===== src/rtl/core/bidef_pkg.sv =====
package bidef_pkg;

    localparam int OFFSET_BITS_DEF = 32;
    localparam int DEPTH_MAX_DEF   = 255;
    localparam int SPAN_BITS       = 32;
    localparam int STATUS_BITS     = 3;
    localparam int OUT_TDATA_BITS  = 72;

    localparam logic [7:0] CH_D     = 8'h64;
    localparam logic [7:0] CH_L     = 8'h6c;
    localparam logic [7:0] CH_I     = 8'h69;
    localparam logic [7:0] CH_E     = 8'h65;
    localparam logic [7:0] CH_ZERO  = 8'h30;
    localparam logic [7:0] CH_NINE  = 8'h39;
    localparam logic [7:0] CH_FOUR  = 8'h34;
    localparam logic [2:0] KEY_LEN  = 3'd6;

    typedef enum logic [2:0] {
        MODE_HUNT = 3'd0,
        MODE_SCAN = 3'd1,
        MODE_INT  = 3'd2,
        MODE_LEN  = 3'd3,
        MODE_SKIP = 3'd4,
        MODE_DONE = 3'd5
    } mode_t;

    typedef enum logic [STATUS_BITS-1:0] {
        ST_FOUND   = 3'd0,
        ST_NOKEY   = 3'd1,
        ST_ILLEGAL = 3'd2,
        ST_TRUNC   = 3'd3,
        ST_OVER    = 3'd4
    } status_t;

    typedef struct packed {
        logic                 emit;
        status_t              status;
        logic [SPAN_BITS-1:0] span_start;
        logic [SPAN_BITS-1:0] span_end;
    } result_t;

    // characters of the key 4:info
    function automatic logic [7:0] key_char(input logic [2:0] idx);
        logic [7:0] c;
        unique case (idx)
            3'd0:    c = 8'h34;
            3'd1:    c = 8'h3a;
            3'd2:    c = 8'h69;
            3'd3:    c = 8'h6e;
            3'd4:    c = 8'h66;
            3'd5:    c = 8'h6f;
            default: c = 8'h00;
        endcase
        return c;
    endfunction

endpackage


===== src/rtl/core/bencode_info_dict_extent_finder_core.sv =====
// a beat's result is registered in the input register, then in the output register, before it is presented
// throughput: one byte per cycle while no result beat waits, as the token and length update is combinational
// a waiting result beat holds the scan; one more byte fits in the input register
// reset: rst_n asynchronous active low, clears the scan state and both stages
// after every last beat the scan rearms to hunting for the key at offset zero
module bencode_info_dict_extent_finder_core #(
    parameter int OFFSET_BITS = bidef_pkg::OFFSET_BITS_DEF,
    parameter int DEPTH_MAX   = bidef_pkg::DEPTH_MAX_DEF
) (
    input  logic                                clk,
    input  logic                                rst_n,
    input  logic                                s_axis_tvalid,
    output logic                                s_axis_tready,
    input  logic [7:0]                          s_axis_tdata,  // data_byte
    input  logic                                s_axis_tlast,  // last_byte
    output logic                                m_axis_tvalid,
    input  logic                                m_axis_tready,
    output logic [bidef_pkg::OUT_TDATA_BITS-1:0] m_axis_tdata  // status, span_start, span_end
);
    import bidef_pkg::*;

    logic                 in_valid_reg;
    logic [7:0]           in_data_reg;
    logic                 in_last_reg;
    logic                 out_valid_reg;
    status_t              out_status_reg;
    logic [SPAN_BITS-1:0] out_start_reg;
    logic [SPAN_BITS-1:0] out_end_reg;
    logic                 advance;
    logic                 step;
    result_t              res;

    assign advance       = !out_valid_reg || m_axis_tready;
    assign step          = in_valid_reg && advance;
    assign s_axis_tready = !in_valid_reg || advance;

    always_ff @(posedge clk or negedge rst_n)
    begin
        if (!rst_n)
            in_valid_reg <= 1'b0;
        else if (s_axis_tready)
            in_valid_reg <= s_axis_tvalid;
    end

    always_ff @(posedge clk)
    begin
        if (s_axis_tready && s_axis_tvalid)
        begin
            in_data_reg <= s_axis_tdata;
            in_last_reg <= s_axis_tlast;
        end
    end

    bidef_scanner #(
        .OFFSET_BITS (OFFSET_BITS),
        .DEPTH_MAX   (DEPTH_MAX)
    ) u_scanner (
        .clk       (clk),
        .rst_n     (rst_n),
        .step      (step),
        .data_byte (in_data_reg),
        .last_byte (in_last_reg),
        .res       (res)
    );

    always_ff @(posedge clk or negedge rst_n)
    begin
        if (!rst_n)
            out_valid_reg <= 1'b0;
        else if (advance)
            out_valid_reg <= res.emit;
    end

    always_ff @(posedge clk)
    begin
        if (res.emit)
        begin
            out_status_reg <= res.status;
            out_start_reg  <= res.span_start;
            out_end_reg    <= res.span_end;
        end
    end

    assign m_axis_tvalid = out_valid_reg;
    assign m_axis_tdata  = {(OUT_TDATA_BITS - STATUS_BITS - 2*SPAN_BITS)'(0),
                            out_end_reg, out_start_reg, out_status_reg};

    a_emit_only_on_step: assert property (@(posedge clk) disable iff (!rst_n)
        res.emit |-> step)
        else $error("result without an input beat");

    a_no_overwrite: assert property (@(posedge clk) disable iff (!rst_n)
        out_valid_reg && !m_axis_tready |-> !step)
        else $error("pending result overwritten");

    a_found_span: assert property (@(posedge clk) disable iff (!rst_n)
        res.emit && res.status != ST_FOUND |-> res.span_start == '0 && res.span_end == '0)
        else $error("span set on error result");

endmodule


===== src/rtl/core/bidef_scanner.sv =====
module bidef_scanner #(
    parameter int OFFSET_BITS = bidef_pkg::OFFSET_BITS_DEF,
    parameter int DEPTH_MAX   = bidef_pkg::DEPTH_MAX_DEF
) (
    input  logic              clk,
    input  logic              rst_n,
    input  logic              step,
    input  logic [7:0]        data_byte,
    input  logic              last_byte,
    output bidef_pkg::result_t res
);
    import bidef_pkg::*;

    localparam int DW = (DEPTH_MAX < 1) ? 1 : $clog2(DEPTH_MAX + 1);
    localparam int OB = OFFSET_BITS;

    mode_t           mode_reg, mode_next, mode_proc;
    logic [2:0]      key_reg, key_next, key_proc;
    logic [OB-1:0]   offset_reg, offset_next;
    logic [OB-1:0]   vstart_reg, vstart_next, vstart_proc;
    logic [DW-1:0]   depth_reg, depth_next, depth_proc;
    logic [OB-1:0]   skip_reg, skip_next, skip_proc;

    logic            is_digit, is_open, is_close, is_int;
    logic [3:0]      digit;
    logic            key_match, key_done, depth_full, depth_zero, depth_one;
    logic [OB+3:0]   len_wide;
    logic            len_ovf;
    logic [OB-1:0]   skip_dec;
    logic            emit_byte;
    status_t         status_byte;
    logic [OB+31:0]  start_ext, end_ext;

    assign is_digit   = (data_byte >= CH_ZERO) && (data_byte <= CH_NINE);
    assign is_open    = (data_byte == CH_D) || (data_byte == CH_L);
    assign is_close   = (data_byte == CH_E);
    assign is_int     = (data_byte == CH_I);
    assign digit      = data_byte[3:0];

    assign key_match  = (key_reg < KEY_LEN) && (data_byte == key_char(key_reg));
    assign key_proc   = key_match ? key_reg + 3'd1 : ((data_byte == CH_FOUR) ? 3'd1 : 3'd0);
    assign key_done   = (key_proc == KEY_LEN);

    assign depth_full = (depth_reg >= DW'(DEPTH_MAX));
    assign depth_zero = (depth_reg == '0);
    assign depth_one  = (depth_reg == DW'(1));

    // skip * 10 + digit, overflow when it leaves the offset range
    assign len_wide   = {1'b0, skip_reg, 3'b000} + {3'b000, skip_reg, 1'b0} + (OB+4)'(digit);
    assign len_ovf    = (len_wide[OB+3:OB] != 4'd0);
    assign skip_dec   = (skip_reg != '0) ? skip_reg - OB'(1) : skip_reg;

    // next state
    always_comb
    begin
        mode_proc = mode_reg;
        unique case (mode_reg)
            MODE_HUNT:
            begin
                if (key_done)
                    mode_proc = MODE_SCAN;
            end
            MODE_SCAN:
            begin
                priority if (is_open)
                begin
                    if (depth_full)
                        mode_proc = MODE_DONE;
                end
                else if (is_int)
                    mode_proc = MODE_INT;
                else if (is_digit)
                    mode_proc = MODE_LEN;
                else if (is_close)
                begin
                    if (depth_zero || depth_one)
                        mode_proc = MODE_DONE;
                end
                else
                    mode_proc = MODE_DONE;
            end
            MODE_INT:
            begin
                if (is_close)
                    mode_proc = MODE_SCAN;
            end
            MODE_LEN:
            begin
                if (is_digit)
                begin
                    if (len_ovf)
                        mode_proc = MODE_DONE;
                end
                else
                    mode_proc = (skip_reg == '0) ? MODE_SCAN : MODE_SKIP;
            end
            MODE_SKIP:
            begin
                if (skip_dec == '0)
                    mode_proc = MODE_SCAN;
            end
            MODE_DONE:
                mode_proc = MODE_DONE;
            default:
                mode_proc = MODE_HUNT;
        endcase

        mode_next = mode_reg;
        if (step)
            mode_next = last_byte ? MODE_HUNT : mode_proc;
    end

    // outputs and datapath
    always_comb
    begin
        emit_byte   = 1'b0;
        status_byte = ST_FOUND;
        key_next    = key_reg;
        vstart_proc = vstart_reg;
        depth_proc  = depth_reg;
        skip_proc   = skip_reg;

        unique case (mode_reg)
            MODE_HUNT:
            begin
                key_next = key_proc;
                if (key_done)
                begin
                    vstart_proc = offset_reg + OB'(1);
                    depth_proc  = '0;
                end
            end
            MODE_SCAN:
            begin
                priority if (is_open)
                begin
                    if (depth_full)
                    begin
                        emit_byte   = 1'b1;
                        status_byte = ST_OVER;
                    end
                    else
                        depth_proc = depth_reg + DW'(1);
                end
                else if (is_int)
                    depth_proc = depth_reg;
                else if (is_digit)
                    skip_proc = OB'(digit);
                else if (is_close)
                begin
                    if (depth_zero)
                    begin
                        emit_byte   = 1'b1;
                        status_byte = ST_ILLEGAL;
                    end
                    else
                    begin
                        depth_proc = depth_reg - DW'(1);
                        if (depth_one)
                        begin
                            emit_byte   = 1'b1;
                            status_byte = ST_FOUND;
                        end
                    end
                end
                else
                begin
                    emit_byte   = 1'b1;
                    status_byte = ST_ILLEGAL;
                end
            end
            MODE_LEN:
            begin
                if (is_digit)
                begin
                    if (len_ovf)
                    begin
                        emit_byte   = 1'b1;
                        status_byte = ST_OVER;
                    end
                    else
                        skip_proc = len_wide[OB-1:0];
                end
            end
            MODE_SKIP:
                skip_proc = skip_dec;
            default:
                emit_byte = 1'b0;
        endcase

        res.emit   = step && (emit_byte || (last_byte && (mode_proc != MODE_DONE)));
        res.status = emit_byte ? status_byte
                   : ((mode_proc == MODE_HUNT) ? ST_NOKEY : ST_TRUNC);
        start_ext  = {32'b0, vstart_reg};
        end_ext    = {32'b0, offset_reg};
        if (emit_byte && (status_byte == ST_FOUND))
        begin
            res.span_start = start_ext[SPAN_BITS-1:0];
            res.span_end   = end_ext[SPAN_BITS-1:0];
        end
        else
        begin
            res.span_start = '0;
            res.span_end   = '0;
        end

        vstart_next = vstart_reg;
        depth_next  = depth_reg;
        skip_next   = skip_reg;
        offset_next = offset_reg;
        if (step)
        begin
            if (last_byte)
            begin
                key_next    = '0;
                vstart_next = '0;
                depth_next  = '0;
                skip_next   = '0;
                offset_next = '0;
            end
            else
            begin
                vstart_next = vstart_proc;
                depth_next  = depth_proc;
                skip_next   = skip_proc;
                offset_next = offset_reg + OB'(1);
            end
        end
        else
            key_next = key_reg;
    end

    always_ff @(posedge clk or negedge rst_n)
    begin
        if (!rst_n)
        begin
            mode_reg   <= MODE_HUNT;
            key_reg    <= '0;
            offset_reg <= '0;
            vstart_reg <= '0;
            depth_reg  <= '0;
            skip_reg   <= '0;
        end
        else
        begin
            mode_reg   <= mode_next;
            key_reg    <= key_next;
            offset_reg <= offset_next;
            vstart_reg <= vstart_next;
            depth_reg  <= depth_next;
            skip_reg   <= skip_next;
        end
    end

    a_depth_bound: assert property (@(posedge clk) disable iff (!rst_n)
        depth_reg <= DW'(DEPTH_MAX))
        else $error("nesting depth above limit");

    a_rearm: assert property (@(posedge clk) disable iff (!rst_n)
        step && last_byte |=> mode_reg == MODE_HUNT && offset_reg == '0 && key_reg == '0)
        else $error("no rearm after last beat");

    a_single_result: assert property (@(posedge clk) disable iff (!rst_n)
        res.emit |-> mode_reg != MODE_DONE)
        else $error("second result for one file");

    a_key_bound: assert property (@(posedge clk) disable iff (!rst_n)
        mode_reg == MODE_HUNT |-> key_reg < KEY_LEN)
        else $error("key progress past key length while hunting");

endmodule


===== config.mk =====
export PLATFORM = sky130hd
export DESIGN_NAME = bencode_info_dict_extent_finder_core
export DESIGN_NICKNAME = d
export VERILOG_FILES = /design/src/rtl/core/bidef_pkg.sv /design/src/rtl/core/bencode_info_dict_extent_finder_core.sv /design/src/rtl/core/bidef_scanner.sv
export SDC_FILE = /design/constraint.sdc
export NUM_CORES = 1
export LEC_CHECK = 0
export BUFFER_PORTS_ARGS = -buffer_cell sky130_fd_sc_hd__buf_2
export CAP_MARGIN = 20
export CORE_MARGIN = 2
export CORE_UTILIZATION = 35
export CTS_CLUSTER_DIAMETER = 80
export DETAILED_ROUTE_END_ITERATION = 6
export PLACE_DENSITY_LB_ADDON = 0.25
export SYNTH_ARGS = -nofsm -noshare
export SYNTH_HDL_FRONTEND = slang
export SYNTH_SLANG_ARGS = --single-unit
export TNS_END_PERCENT = 30

===== constraint.sdc =====
create_clock -name clk -period 9 [get_ports clk]
set_clock_uncertainty 0.05 [all_clocks]
set_input_delay 0.45 -clock clk [delete_from_list [all_inputs] [get_ports clk]]
set_output_delay 0.45 -clock clk [all_outputs]
set_load 0.02 [all_outputs]

==> results of run 1 <==
-- logic make-up (layout without fill, tap and decap cells) --
kind of cell    after synthesis  in the layout  synth area share
simple gates                504            504             0.211
compound gates              329            329             0.176
flops                       188            188             0.415
buf+inv                     123            162            0.0410
fa+ha+maj                    78             78            0.0808
xor+xnor                     71             71            0.0513
mux                          29             29            0.0249
other cells                   1              5          0.000306
-- worst max path at each step --
stage                    from  slack [ns]                      to  depth (start not counted)
6_report       in_data_reg[3]        3.57         out_end_reg[29]                         15
5_1_grt        in_data_reg[3]        3.14         out_end_reg[26]                         15
4_1_cts        in_data_reg[3]        3.58   u_scanner.skip_reg[1]                         14
3_5_place_dp   in_data_reg[3]        3.62  u_scanner.skip_reg[23]                         14
3_3_place_gp   in_data_reg[3]        3.72   u_scanner.skip_reg[5]                         14
2_1_floorplan  in_data_reg[3]        1.65          out_end_reg[0]                         15
-- worst max-delay path: stages (launching register included) --
cell	delay [ns]
edfxtp_1	0.55
inv_1	0.14
fa_1	0.55
inv_1	0.07
fa_1	0.47
a21o_1	0.22
a31oi_1	0.34
nor4_1	0.16
o311ai_0	0.34
nand3_1	0.14
mux2i_1	0.19
nand4_1	0.34
o31ai_1	0.43
a211oi_2	0.17
o22ai_4	0.14
buf_4	0.69
-- routing by layer --
layer  up-vias  part of all wire  GRT usage
met5         -                 0          0
met4         0             0.019     0.0550
met3        36             0.048     0.0261
met2       264              0.46      0.280
met1      4730              0.47      0.243
li1       4900                 -          -
-- report_power, final --
group          internal (mW)  total [mW]  leakage, nW  switching, mW
Sequential             0.930       0.974         2.33         0.0445
Clock                  0.466       0.808        0.300          0.342
Combinational          0.111       0.311         3.11          0.200
-- placed cells by master (no fill, tap or decap), types with 14 or more instances in the layout --
master     netlist  routed
nand2_1        152     150
dfrtp_1        112     112
nor2_1          91      91
a21oi_1         83      83
buf_2            9      80
o21ai_0         76      76
ha_1            76      76
edfxtp_1        76      76
and2_1          73      73
xnor2_1         44      44
inv_1           38      38
nor3_1          35      35
o31ai_1         31      31
nand3_1         29      29
xor2_1          26      26
nand4_1         24      24
or3_1           21      21
and3_1          17      17
mux2i_1         17      17
clkbuf_16        0      17
o221ai_1        14      14
-- per-stage QoR --
stage	hold WS, ns	worst slack (ns)	cell area, sq um	util	power, mW
5_1_grt	0.0669	3.14	13600	0.395	2.19
4_1_cts	0.0357	3.58	13600	0.394	2.11
3_3_place_gp	0.403	3.72	13000	0.376	1.30
3_5_place_dp	0.409	3.62	13000	0.376	1.30
2_1_floorplan	0.104	1.65	12300	-	1.22
6_report	0.0198	3.57	13600	0.395	2.09
-- area by class of cell --
type | instances | area, sq um | share of cell area
clock buffer | 18 | 429 | 0.0315
inverter | 38 | 143 | 0.0105
clock inverter | 14 | 188 | 0.0138
timing repair buffer | 92 | 510 | 0.0374
sequential | 188 | 5080 | 0.373
tap | 455 | 569 | 0.0418
multi-input combinational | 1016 | 6710 | 0.492
==> summary.md, run 1 <==
| Metric | Value |
|---|---|
| Status | `finished clean` |
| RR Startpoint | `in_data_reg[3]` |
| FFs w/ async S/R, synth | `0.596` |
| # clock sinks | `188` |
| Total track usage | `0.175` |
| Synth area leaders | `dfrtp_1 (23%), edfxtp_1 (19%), ha_1 (7.8%), nand2_1 (4.7%), and2_1 (3.7%)` |
| Arr. time, crit path | `5.44 ns` |
| Max Slew Vio Count | `0` |
| Gpl congestion | `0.937` |
| Clock buffer depth | `2` |
| # DRC | `0` |
| Power Dens Cells | `153 mW/mm^2` |
| Worst Setup Start Kind | `register` |
| Period utilization | `0.603` |
| ANT nets after route | `0` |
| Std cell rows | `68` |
| Die height | `191 um` |
| Pin count of the biggest net entering global routing | `75` |
| DIE AREA | `roughly 0.037 sq mm` |
| Non-Filler Instances | `~1800` |
| Vias | `9930` |
| Die width | `191 um` |
| Nets@finish | `1444` |
| Worst Path Required | `9.01 ns` |
| Max Freq | `184 MHz` |
| Top cell type's share of synthesized area | `0.229` |
| Critical path class | `register to register` |
| CTS Hold Bufs | `0` |
| Final setup violating endpoints | `0` |
| DP HPWL | `22100 um` |
| Synthesized area per cell | `9.27 sq um` |
| Mapped Area | `0.0123 sq mm` |
| CTS Root Cell | `clkbuf_16` |
| Inst Count DP | `1788` |
| VDD IR max | `0.107 mV` |
| Vias in the first global route | `between 9000 and 10000` |
| Drt first-iter violations | `771` |
| Worst-Skew Late Latency | `0.44 ns` |
| Most common cell in the synthesized netlist | `nand2_1` |
| CTS tree | `done` |
| Number of diodes | `0` |
| Worst R2R End | `out_end_reg[29]` |
| Min-delay worst type | `input pin to async pin` |
| Seq/Total Area, Yosys | `0.415` |
| Synth warnings | `0` |
| Yosys cell types | `81` |
| Max-cap violations | `0` |
| Vias per cell | `5.45` |
| Initial Util | `0.355` |
| CP max FO | `67` |
| Leading area contributor after synthesis | `dfrtp_1` |
| Synth cell count leaders | `nand2_1 (152), dfrtp_1 (112), nor2_1 (91)` |
| Reg2reg setup slack | `3.57 ns` |
| Min Tclk post-route | `5.43 ns` |
| Slew margin rel. | `0.400` |
| Port bufs | `81` |
| Post-synth EDFFs | `76` |
| Global route total overflow | `0` |
| Setup bufs post-CTS | `0` |
| Worst Tran Pin Value | `0.895 ns` |
| TritonCTS Buffers | `17` |
| Count of final hold-check violations | `0` |
| Wire per inst | `17.1 um` |
| Yosys reg bits | `188` |
| RSZ-0062 raised after global routing | `no` |
| FILL cells | `between 3000 and 4000` |
| Reg2reg path depth | `15` |
| Clock transition at path regs | `approximately 0.07 ns` |
| Core area | `0.0345 sq mm` |
| IO Count | `87` |
| Share of post-route cells with drive strength above 1 | `0.111` |
| First-pass GRT wire length | `51100 um` |
| Ys flop type | `dfrtp_1` |
| Area growth syn-to-layout | `11.2%` |
| CTS resizes | `0` |
| Routed WL | `31200 um` |
| DRT Pass-1 Iters | `5` |
| Pleak | `5.73 nW` |
| Setup TNS | `0 ns` |
| Syn Inst Count | `1323` |
| Initial antenna violation count | `0` |
| H-Tree Depth | `4` |
| CP Capture Type | `register` |
No activity file was read; power rests on OpenSTA's default activity.
==> run 2: changes to the inputs <==
ABC_AREA = 1   (was default)
clock period = 5.5 ns   (was 9 ns; I/O delays follow)
==> run 2 against run 1 <==
  * Utilization increased by 0.24 points
  * Design area increased by 3.6%
  * Register-to-register slack got worse by 2.5 ns
  * Combinational power increased to 4.1 times the previous value
  * Highest routed layer unchanged
  * Global-route usage increased by 0.99 points
  * Synthesized cell count increased by 28%
  * Final cell count increased by 23%
  * Routed wire length increased by 11%
  * Via count increased by 15%
  * Critical path depth increased by 9
==> summary.md, run 2 <==
| Metric | Value |
|---|---|
| Synth cell count leaders | `nand2_1 (451), nor2_1 (237), inv_1 (212)` |
| Routing usage on met3 | `0.0235 (-0.00259)` |
| Vias | `11407 (+15%)` |
| Total track usage | `0.185 (+0.00988)` |
| Max-cap violations | `0 (unchanged)` |
| Biggest cell delay along the critical path | `0.52 ns (-0.17 ns)` |
| Final Power | `4.14 mW (+98%)` |
| Worst Setup Start Kind | `register` |
| Drt first-iter violations | `922 (+20%)` |
| RSZ-0062 raised after global routing | `no` |
| Hold_ws | `0.0733 ns (+0.0535 ns)` |
| FILL cells | `3710 (+5.5%)` |
| DP HPWL | `25800 um (+17%)` |
| CP Capture Type | `register` |
| Commonest non-fill, non-tap cell in the layout | `nand2_1` |
| DRT Pass-1 Iters | `6 (+1)` |
| Seq/Total Area, Yosys | `0.403 (-0.0117)` |
| Mapped Area | `0.0126 sq mm (+2.9%)` |
| Reg2reg setup slack | `1.08 ns (-2.49 ns)` |
| Clock buffer depth | `2 (unchanged)` |
| CTS Hold Bufs | `10 (+10)` |
| Met2 GRT Util | `0.298 (+0.0178)` |
| Period utilization | `0.804 (+0.201)` |
| Status | `finished clean` |
| Cell mode on critical path | `nand2_1` |
| Count of final hold-check violations | `0 (unchanged)` |
| Crit path cell chain | `inv_1 -> fa_1 -> inv_1 -> fa_1 -> nand3_1 -> nand3_2 -> nand2_1 -> nand2_1 -> nand2_1 -> nand2_2 -> nand2_1 -> nand2_1 -> nand2_1 -> nand2_1 -> nor2_2 -> nand3_1 -> a21oi_1 -> nand2_1 -> nand2_1 -> nand2_1 -> nand2_1 -> nand2_1 -> inv_2 -> buf_12` |
| CTS resizes | `0 (unchanged)` |
| ANT nets after route | `0 (unchanged)` |
| # clock sinks | `188 (unchanged)` |
| Area growth syn-to-layout | `11.9%` |
| Commonest cells after routing, fill and taps aside | `nand2_1 (451), nor2_1 (237), inv_1 (211), o21ai_0 (132), dfrtp_1 (112)` |
| CTS tree | `done` |
| Final setup violating endpoints | `0 (unchanged)` |
| Min-delay worst type | `input pin to register` |
| Synth area leaders | `dfrtp_1 (22%), edfxtp_1 (18%), nand2_1 (13%), ha_1 (7.5%), nor2_1 (7.0%)` |
| Setup bufs post-CTS | `0 (unchanged)` |
| Synthesized area per cell | `7.47 sq um (-19%)` |
| Post-synth EDFFs | `76 (unchanged)` |
| # DRC | `0 (unchanged)` |
| TritonCTS Buffers | `17 (unchanged)` |
| Std cell rows | `69 (+1.5%)` |
| Arr. time, crit path | `4.51 ns (-0.93 ns)` |
| Syn Inst Count | `1690 (+28%)` |
| Initial Util | `0.355 (about the same)` |
| Vias in the first global route | `10779 (+14%)` |
| Worst Tran Pin Value | `0.951 ns (+0.0560 ns)` |
| Leading area contributor after synthesis | `dfrtp_1` |
| Critical path class | `register to register` |
| Slew margin rel. | `0.365 (-0.0347)` |
| Vias per cell | `5.09 (-6.7%)` |
| Port bufs | `81 (unchanged)` |
| Wire per inst | `15.4 um (-10%)` |
| Worst Path Required | `5.59 ns (-3.42 ns)` |
| Non-Filler Instances | `2243 (+23%)` |
| Worst slack at placement | `1.06 ns (-2.55 ns)` |
| Fin worst setup slack | `1.08 ns (-2.49 ns)` |
| Routed WL | `34500 um (+11%)` |
| VDD IR max | `0.242 mV (+130%)` |
| Global route total overflow | `0 (unchanged)` |
| Yosys cell types | `55 (-32%)` |
| Yosys reg bits | `188 (unchanged)` |
| Max Slew Vio Count | `0 (unchanged)` |
| Gpl congestion | `0.947 (+1.1%)` |
| FFs w/ async S/R, synth | `0.596 (unchanged)` |
| Share of post-route cells with drive strength above 1 | `0.0948 (-0.0164)` |
| Clock transition at path regs | `0.08 ns (about the same)` |
| DIE AREA | `0.0376 sq mm (+2.8%)` |
| Min Tclk post-route | `4.42 ns (-1.01 ns)` |
| M1 GR Usage | `0.261 (+0.0172)` |
| GR peak layer | `met2` |
| Ys flop type | `dfrtp_1` |
| Placed cell area | `0.0134 sq mm (+3.2%)` |
| Synth warnings | `0 (unchanged)` |
| Worst-Skew Late Latency | `0.45 ns (about the same)` |
| Buf/Inv on CP | `4 (+1)` |
| Most common cell in the synthesized netlist | `nand2_1` |
| H-Tree Depth | `4 (unchanged)` |
| Setup TNS | `0 ns (unchanged)` |
| Final core utilization | `0.397 (+0.00240)` |
| Nets@finish | `1860 (+29%)` |
| Power Dens Cells | `293 mW/mm^2 (+91%)` |
| Finished Cell Area | `0.0141 sq mm (+3.6%)` |
| Top cell type's share of synthesized area | `0.222 (-0.00646)` |
| Core area | `0.0356 sq mm (+3.0%)` |
| Slowest CP cell | `fa_1` |
| CTS Root Cell | `clkbuf_16` |
| Inst Count DP | `2201 (+23%)` |
| Number of diodes | `0 (unchanged)` |
| Kind of cell adding the most delay to the critical path | `simple AND/OR/NAND/NOR gates` |
| Max Freq | `226 MHz (+23%)` |
| CP max FO | `41 (-39%)` |
| Pin count of the biggest net entering global routing | `65 (-13%)` |
| Initial antenna violation count | `0 (unchanged)` |
| Die width | `194 um (+1.4%)` |
| Die height | `194 um (+1.4%)` |
| Pleak | `6.56 nW (+14%)` |
| First-pass GRT wire length | `56400 um (+11%)` |
| IO Count | `87 (unchanged)` |
run 2: cell count changes after synthesis, sizes merged, moves of 30 or more:
cell | previous run | this run
nand3 | 29 | 73
nor2 | 91 | 250
inv | 38 | 219
and2 | 73 | 1
nand2 | 152 | 459
o21ai | 81 | 146
xnor2 | 45 | 15
clkbuf | 64 | 13
run 2: cells by family (layout without fill, tap and decap cells):
logic type / after synthesis / after routing / synth area share
AND/OR/NAND/NOR: 858 / 858 / 0.287
AO/OA/AOI/OAI: 265 / 265 / 0.117
buffers and inverters: 259 / 347 / 0.0856
flip-flops: 188 / 188 / 0.403
adder cells (fa/ha/maj): 78 / 78 / 0.0785
XOR/XNOR: 41 / 41 / 0.0285
other: 1 / 5 / 0.000297
run 2: path summary, 6_finish.rpt:
path / startpoint / to / cells after the start
hold reg to reg: u_scanner.vstart_reg[10] / u_scanner.vstart_reg[10] / 2
setup reg to reg: u_scanner.skip_reg[0] / out_end_reg[8] / 24
max in group asynchronous: rst_n / u_scanner.skip_reg[19] / 3
hold / removal: m_axis_tready / m_axis_tvalid / 4
min in group asynchronous: rst_n / u_scanner.vstart_reg[4] / 2
setup / recovery: u_scanner.skip_reg[0] / out_end_reg[8] / 24
run 2: layout make-up:
type / instances / area, sq um / area share
multi-input cells: 1247 / 6470 / 0.458
flip-flops and latches: 188 / 5080 / 0.360
well taps: 461 / 577 / 0.0408
inverters: 220 / 826 / 0.0585
repair buffers: 95 / 551 / 0.0390
clock inverters: 15 / 191 / 0.0136
clock buffers: 17 / 425 / 0.0301
run 2: routing by layer:
| layer | vias to the layer above | part of all wire |
|---|---|---|
| li1 | 5684 | - |
| met1 | 5310 | 0.47 |
| met2 | 359 | 0.45 |
| met3 | 54 | 0.055 |
| met4 | 0 | 0.023 |
| met5 | - | 0 |
run 2: where the power goes:
part / total, mW / leakage (nW) / switching, mW / internal, mW
sequential: 1.58 / 2.28 / 0.0472 / 1.53
combinational: 1.26 / 3.98 / 0.894 / 0.369
clock: 1.29 / 0.297 / 0.635 / 0.658
total: 4.14 / 6.56 / 1.58 / 2.56
run 2: worst reg2reg max path, stage by stage, from the launching register on:
cell	delay [ns]
dfrtp_1	0.41
inv_1	0.16
fa_1	0.53
inv_1	0.07
fa_1	0.46
nand3_1	0.11
nand3_2	0.10
nand2_1	0.08
nand2_1	0.09
nand2_1	0.09
nand2_2	0.09
nand2_1	0.09
nand2_1	0.05
nand2_1	0.06
nand2_1	0.06
nor2_2	0.19
nand3_1	0.10
a21oi_1	0.13
nand2_1	0.11
nand2_1	0.07
nand2_1	0.04
nand2_1	0.07
nand2_1	0.07
inv_2	0.49
buf_12	0.31
==> run 3: changes to the inputs <==
clock period = 3.55 ns   (was 5.5 ns; I/O delays follow)
==> run 3 against run 2 <==
  * The run now ends with negative setup slack left
  * Register-to-register slack worse by 1.2 ns
  * Sequential share of layout area down 3.7 points
  * Die area unchanged
  * Critical path type unchanged
  * Largest power group is now combinational logic
  * Highest routed layer unchanged
==> summary.md, run 3 (synthesized netlist as in run 2, its figures left out) <==
| Metric | Value |
|---|---|
| Status | `finished, violations left` |
| Failing checks | `negative setup slack` |
| Arr. time, crit path | `3.80 ns (-0.71 ns)` |
| Commonest cells after routing, fill and taps aside | `nand2_1 (432), nor2_1 (233), inv_1 (207), buf_4 (139), o21ai_0 (114)` |
| Std cell rows | `69 (unchanged)` |
| Setup TNS | `-6.35 ns (-6.35 ns)` |
| Kind of cell adding the most delay to the critical path | `simple AND/OR/NAND/NOR gates` |
| Final Power | `7.21 mW (+74%)` |
| Max Freq | `273 MHz (+21%)` |
| Worst Path Required | `3.69 ns (-1.90 ns)` |
| DRT Pass-1 Iters | `6 (unchanged)` |
| Vias per cell | `4.98 (-2.0%)` |
| Final setup violating endpoints | `117 (+117)` |
| # DRC | `0 (unchanged)` |
| CTS tree | `done` |
| RSZ-0062 raised after global routing | `yes` |
| Critical path class | `register to register` |
| Period utilization | `1.03 (+0.227)` |
| Vias in the first global route | `11675 (+8.3%)` |
| Share of post-route cells with drive strength above 1 | `0.188 (+0.0929)` |
| Buf/Inv on CP | `6 (+2)` |
| Clock transition at path regs | `0.07 ns (about the same)` |
| Min Tclk post-route | `3.66 ns (-0.763 ns)` |
| DP HPWL | `28300 um (+9.9%)` |
| Power Dens Cells | `458 mW/mm^2 (+56%)` |
| Worst-Skew Late Latency | `0.44 ns (about the same)` |
| Drt first-iter violations | `934 (+1.3%)` |
| FILL cells | `3616 (-2.5%)` |
| Cell mode on critical path | `nand2_2` |
| TritonCTS Buffers | `17 (unchanged)` |
| Worst Tran Pin Value | `0.644 ns (-0.307 ns)` |
| Pleak | `7.47 nW (+14%)` |
| Worst Setup Start Kind | `register` |
| IO Count | `87 (unchanged)` |
| Max-cap violations | `0 (unchanged)` |
| Vias | `11988 (+5.1%)` |
| Fin worst setup slack | `-0.110 ns (-1.19 ns)` |
| Number of diodes | `0 (unchanged)` |
| Pin count of the biggest net entering global routing | `77 (+18%)` |
| Initial Util | `0.355 (unchanged)` |
| Hold_ws | `0.0258 ns (-0.0476 ns)` |
| Min-delay worst type | `input pin to register` |
| Multi-input logic area | `0.00659 sq mm (+1.9%)` |
| Routed WL | `37600 um (+8.9%)` |
| Slowest CP cell | `fa_1` |
| ANT nets after route | `0 (unchanged)` |
| Wire per inst | `15.6 um (+1.5%)` |
| Core area | `0.0356 sq mm (unchanged)` |
| Die width | `194 um (unchanged)` |
| Register area | `0.00508 sq mm (unchanged)` |
| Port bufs | `81 (unchanged)` |
| VDD IR max | `0.366 mV (+51%)` |
| DIE AREA | `0.0376 sq mm (unchanged)` |
| Global route total overflow | `0 (unchanged)` |
| CP max FO | `5 (-88%)` |
| Count of final hold-check violations | `0 (unchanged)` |
| Biggest cell delay along the critical path | `0.55 ns (+0.03 ns)` |
| Initial antenna violation count | `0 (unchanged)` |
| Max Slew Vio Count | `0 (unchanged)` |
| Commonest non-fill, non-tap cell in the layout | `nand2_1` |
| First-pass GRT wire length | `60000 um (+6.3%)` |
| CTS Root Cell | `clkbuf_16` |
| Slew margin rel. | `0.570 (+0.205)` |
| Die height | `194 um (unchanged)` |
| Nets@finish | `2022 (+8.7%)` |
| H-Tree Depth | `4 (unchanged)` |
| # clock sinks | `188 (unchanged)` |
| CP Capture Type | `register` |
| Gpl congestion | `0.964 (+1.8%)` |
| Clock buffer depth | `2 (unchanged)` |
| Total track usage | `0.197 (+0.0120)` |
| Area growth syn-to-layout | `24.8%` |
==> run 3: worst paths after layout <==
| path | from | end | slack (ns) | cells past startpoint |
|---|---|---|---|---|
| min in group asynchronous | rst_n | u_scanner.vstart_reg[3] | 0.20 | 2 |
| max reg2reg | u_scanner.skip_reg[0] | out_end_reg[16] | -0.11 | 26 |
| max | u_scanner.skip_reg[0] | out_end_reg[16] | -0.11 | 26 |
| min | s_axis_tvalid | in_valid_reg | 0.03 | 3 |
| max in group asynchronous | rst_n | u_scanner.skip_reg[4] | 2.39 | 3 |
| min reg2reg | u_scanner.vstart_reg[10] | u_scanner.vstart_reg[10] | 0.46 | 2 |
==> run 3: worst min-delay path: cells and delay by family <==
kind / cells / cell delay, ns
buffers and inverters: 1 / 0.07
and+or+nand+nor: 2 / 0.22
==> run 3: repair_timing <==
| item | in CTS | in global routing |
|---|---|---|
| endpoints found under the setup margin | 132 | 174 |
| hold buffers | 11 | 0 |
| hold endpoints to repair | 47 | 0 |
| cloned | 1 | 11 |
| buffers inserted | 3 | 4 |
| gates resized for setup | 6 | 59 |
| pin swaps | 4 | 9 |
==> run 3: per-layer routing <==
layer / wire [um] / global-route usage
met5: 0 / 0
met4: 815 / 0.0572
met3: 1570 / 0.0250
met2: 17600 / 0.326
met1: 17600 / 0.271
==> run 3: cell type report <==
class,instances,area share
Sequential cell,188,0.323
Clock buffer,19,0.0281
Timing Repair Buffer,257,0.130
Inverter,220,0.0529
Multi-Input combinational cell,1247,0.419
Clock inverter,13,0.0107
Tap cell,461,0.0366
==> run 3: report_power, final <==
group	switching, mW	internal (mW)	total [mW]
sequential	0.0564	2.38	2.43
clock	0.942	1.09	2.03
combinational	1.61	1.13	2.74
==> run 3: metrics by stage <==
stage               instance area, sq um  instances  setup WS, ns   util
detailed placement                 14600       2344        -0.121  0.409
floorplan                          12700       1694        -0.503      -
CTS                                15400       2391        -0.118  0.432
global route                       15800       2405        -0.272  0.443
finish                             15800       2405        -0.110  0.443
global placement                   14600       2344       -0.0513  0.409
